`config.mk`:
```
export PLATFORM = sky130hd
export DESIGN_NAME = hrrn_cell
export DESIGN_NICKNAME = d
export VERILOG_FILES = /design/src/design/hrrn_pkg.sv /design/src/design/hrrn_cell.sv
export SDC_FILE = /design/constraint.sdc
export NUM_CORES = 1
export LEC_CHECK = 0
export BUFFER_PORTS_ARGS = -buffer_cell sky130_fd_sc_hd__clkbuf_2
export CELL_PAD_IN_SITES_DETAIL_PLACEMENT = 0
export CELL_PAD_IN_SITES_GLOBAL_PLACEMENT = 1
export CORE_MARGIN = 2
export CORE_UTILIZATION = 34
export DETAILED_ROUTE_END_ITERATION = 12
export HOLD_SLACK_MARGIN = 0.03
export PLACE_DENSITY_LB_ADDON = 0.1
export SKIP_CTS_REPAIR_TIMING = 1
export SLEW_MARGIN = 20
export SYNTH_ARGS = -nofsm -noshare
export SYNTH_HDL_FRONTEND = slang
export SYNTH_SLANG_ARGS = --single-unit
```
`constraint.sdc`:
```
create_clock -name i_clk -period 7.3 [get_ports i_clk]
set_clock_uncertainty 0.05 [all_clocks]
set_input_delay 1.46 -clock i_clk [delete_from_list [all_inputs] [get_ports i_clk]]
set_output_delay 1.46 -clock i_clk [all_outputs]
set_load 0.005 [all_outputs]
```
`src/design/hrrn_pkg.sv`:
```
// Shared types, codes and constants of the HRRN ready-queue scheduler.
package hrrn_pkg;

    localparam int QUEUE_DEPTH_DEF = 16;
    localparam logic [19:0] EST_MAX = 20'hFFFFF;

    localparam logic [1:0] OP_ENQUEUE  = 2'd0;
    localparam logic [1:0] OP_DISPATCH = 2'd1;
    localparam logic [1:0] OP_UPDATE   = 2'd2;
    localparam logic [1:0] OP_UNUSED   = 2'd3;

    localparam logic [1:0] ST_OK    = 2'd0;
    localparam logic [1:0] ST_FULL  = 2'd1;
    localparam logic [1:0] ST_EMPTY = 2'd2;

    localparam logic MODE_FIFO = 1'b0;

    localparam logic REG_MODE   = 1'b0;
    localparam logic REG_WEIGHT = 1'b1;

    localparam logic [8:0] WEIGHT_ONE = 9'd256;

    typedef struct packed {
        logic [1:0]  opcode;
        logic [15:0] proc_id;
        logic [19:0] burst_estimate;
        logic [31:0] now_ms;
        logic [31:0] run_start_ms;
    } t_in_req;

    typedef struct packed {
        logic [15:0] chosen_id;
        logic [19:0] estimate_out;
        logic [1:0]  status;
    } t_out_rsp;

    typedef struct packed {
        logic [15:0] id;
        logic [19:0] est;
        logic [31:0] t;
    } t_entry;

    typedef struct packed {
        logic write;
        logic rotate;
        logic compact;
    } t_cell_ctl;

endpackage

```
`src/design/hrrn_cell.sv`:
```
// One queue slot of the scheduler chain.
module hrrn_cell #(
    parameter int QUEUE_DEPTH = 16,
    parameter int CELL_IDX    = 0
) (
    input  logic                           i_clk,
    input  hrrn_pkg::t_cell_ctl            i_ctl,
    input  logic [$clog2(QUEUE_DEPTH)-1:0] i_sel,
    input  hrrn_pkg::t_entry               i_new,
    input  hrrn_pkg::t_entry               i_next,
    output hrrn_pkg::t_entry               o_entry
);
    import hrrn_pkg::*;

    localparam int IW = $clog2(QUEUE_DEPTH);

    t_entry r_entry;

    always_ff @(posedge i_clk) begin
        if (i_ctl.write && (i_sel == IW'(CELL_IDX))) begin
            r_entry <= i_new;
        end else if (i_ctl.rotate) begin
            r_entry <= i_next;
        end else if (i_ctl.compact && (IW'(CELL_IDX) >= i_sel)) begin
            r_entry <= i_next;
        end
    end

    assign o_entry = r_entry;

endmodule

```
Word level (Yosys, flattened, before mapping):

Cells that the tools add are included.

* register bits: 68
* bits in latches: 0
* memory bits (writable): 0
* ROM bits: 0
* input bits: 144
* logic and storage cells: 11
* memories: 0

* $add $sub $neg: 0
* multipliers: 0
* div/mod/pow operators: 0
* $lt $le $gt $ge: 1
* eq/ne operators: 0
* shift operators: 0
* muxes and demuxes: 3
* bitwise operators: 0
* reduce and logical (&&, ||, !) cells: 4

Operator list (count)
* $mux W68: 3
* $ge A1 B4 Y1 const A: 1
* $logic_not A4 Y1: 1
* $reduce_bool A3 Y1: 1
* $logic_and A1 B1 Y1: 2

Logic depth before layout (Yosys ltp):

* depth in word-level cells: 5
* mapped depth: 5

Least setup slack after synthesis:

No wires, ideal clock.

* path kind: input-to-reg
* start point: in i_sel[1]
* end point: reg r_entry, in the netlist o_entry[0], enable pin
* library setup time: 0.437 ns
* data arrival time: 3.427 ns
* required time: 6.813 ns
* path slack: 3.386 ns
* cell stages on the path: 3
* cell sequence: nor4_2 -> o21ai_0 -> nand2b_1

* cells in the longest elaborated chain, start to end: 3

Ends and longest elaborated chain
* from (decl): line hrrn_cell.sv:8 `input logic [$clog2(QUEUE_DEPTH)-1:0] i_sel,`
* $ge A1 B4 Y1 or $logic_not A4 Y1 (tied branches): line hrrn_cell.sv:24, hrrn_cell.sv:20
* $logic_and A1 B1 Y1, on equally long branches: line hrrn_cell.sv:24, hrrn_cell.sv:20
* $reduce_bool A3 Y1 (no source line) (*)
* to (signal assigned): line hrrn_cell.sv:21 `r_entry <= i_new;`
* to (signal assigned): line hrrn_cell.sv:23 `r_entry <= i_next;`
* to (signal assigned): line hrrn_cell.sv:25 `r_entry <= i_next;`
* to (decl): line hrrn_cell.sv:17 `t_entry r_entry;`

Mark *: on every way between the ends. The rest lies on a longest branch, timed or not.
A chain may end at the register's enable or synchronous reset.

Final worst setup path:

* start point: in i_sel[1]
* end point: reg r_entry, in the netlist o_entry[45], data pin

* cells in the longest elaborated chain, start to end: 3

Ends and longest elaborated chain
* $logic_not A4 Y1: line hrrn_cell.sv:20 `if (i_ctl.write && (i_sel == IW'(CELL_IDX))) begin`
* $logic_and A1 B1 Y1: line hrrn_cell.sv:20
* $mux W68: line hrrn_cell.sv:20

No other way between the ends.

==> flow_summary.toml <==
[layout]
drive_above_1_share = 0.8038
nFillCells = 783
largest_reg_flops = 68
n_antenna_cell = 0
area_growth_pct = 46.64
nets = 506
design_area_um2 = 4347

[global_route]
grt_pass1_vias = 2103
grt.total_usage = 0.1497
grt_antenna_before_repair = 0
grt_max_degree = 69
grt_overflow = 0
grt_pass1_wl_um = 10770

[floorplan]
rows = 34
die_x_um = 97.37
die_area_um2 = 9481
num_io_pins = 212
core_um2 = 8593
start_util = 0.3449
die-height_um = 97.37

[setup_path]
path_class = "in2reg"
required_ns = 7.34
worstPathMaxFanout = 68
slowest_stage = "nand2_4"
cp_cell_sequence = "clkbuf_2, nor4_2, nand2_4, mux2_4"
critical_path.endpoint_type = "register"
slowest_delay_ns = 0.59
start_kind = "input pin"
arrival_ns = 3.10

[clock_tree]
cts_tree = "done"
cts_sinks = 68
clk_path_buf_depth = 2
clock-root-buffer = "clkbuf_8"
cts.clk_slew.worst_paths_ns = 0.08
h-tree-depth = 3
cts_made_buffers = 9

[pwr]
peakVddDrop_mv = 0.1076
power.leakage_nw = 2.077
p_per_area_nw_per_um2 = 220.9

[run]
drv_cap = 0

[logic_synthesis]
synth_edf_count = 68
yosys.area.top_type = "edfxtp_1"
yosysMostFrequentCell = "edfxtp_1"
synth_ff_type = "edfxtp_1"
yosysSeqAreaShare = 0.6889
synthCells = 147
synth_nets = 291
netlist.area_leader.share = 0.6889
yosys-top-cells-area = "edfxtp_1, mux2_2, mux2_4"
yosysUniqueCellTypes = 9
postSynth.asyncResetShare = 0
syn-cell-area_um2 = 2964
ys_ff_latch = 68
yosys-top-cells-count = "edfxtp_1, mux2_2, mux2_4"
yosysWarningCount = 0
postSynthAreaPerCell_um2 = 20.16

[sta]
period_minus_slack_ns = 3.061
report.final.slew_viol_count = 0
setup_viol = 0
worstMarginPinSlew_ns = 1.004
period_share = 0.4193
rsz0062_at_grt = "no"
relSlewSlack = 0.3308
setup_tns_ns = 0
clock.fmax_mhz = 326.7
hold_viol = 0

[routing]
dr.pass1.iters = 4
drc = 0
drtIter0Drc = 72
drt-total-wl_um = 7069
via_per_inst = 4.396
vias = 2088
routedWlPerCell_um = 14.88
postRouteAntennaNets = 0

[min_path]
hold_path.class = "in2reg"

[run_status]
status = "finished clean"

[place]
hpwlAfterDp_um = 5248
placed_cell_area_um2 = 4116
place_congestion = 0.7068
portBuffers = 211
cells in the final DEF (no fill, tap or decap), drive strengths merged:
cell / n
nor4: 1
nand2b: 1
edfxtp: 68
nand2: 1
clkinv: 3
bufinv: 3
mux2: 68
o21ai: 1
clkbuf: 221
routing by layer:
metal / wire (um) / global-route usage / up-vias
li1: - / - / 1008
met1: 2559 / 0.1594 / 941
met2: 3570 / 0.2552 / 124
met3: 764 / 0.06115 / 15
met4: 175 / 0.07585 / 0
met5: 0 / 0 / -
logic make-up after synthesis:
kind of cell / count (synthesis) / synth area share
mux: 68 / 0.2837
simple gates: 3 / 0.007598
flops: 68 / 0.6889
compound gates: 1 / 0.001687
buf+inv: 7 / 0.01815
layout make-up:
class | instances | area [um2] | share of cell area
clock buffers | 10 | 127.6 | 0.02936
well taps | 108 | 135.1 | 0.03109
multi-input cells | 72 | 883.3 | 0.2032
repair buffers | 211 | 1056 | 0.2429
flip-flops and latches | 68 | 2042 | 0.4698
clock inverters | 6 | 102.6 | 0.02360
critical path: cells and delay by family:
kind,cells,cell delay [ns]
buffers and inverters,1,0.10
muxes,1,0.51
and+or+nand+nor,2,0.98
power breakdown:
group          switching, W  internal [W]
logic             0.0000458     0.0000708
registers        0.00000902      0.000471
clock network      0.000139      0.000224
total              0.000194      0.000767
final timing paths:
path / slack, ns / cells after the start / from / to
setup / recovery: 4.24 / 4 / i_sel[1] / o_entry[45]
hold / removal: 1.36 / 2 / i_new[48] / o_entry[48]
stage by stage:
stage | hold slack (ns) | total power [W] | utilization | instances | setup WS, ns
after detailed placement | 1.714 | 0.0006090 | 0.4790 | 459 | 3.848
after floorplan | 1.627 | 0.0005293 | - | 147 | 3.386
final | 1.363 | 0.0009602 | 0.5058 | 475 | 4.239
after global placement | 1.711 | 0.0006082 | 0.4790 | 459 | 3.875
after CTS | 1.341 | 0.0009757 | 0.5058 | 475 | 4.213
after global routing | 1.344 | 0.001002 | 0.5058 | 475 | 4.129
Note: power is estimated with default switching activity, not from simulation.
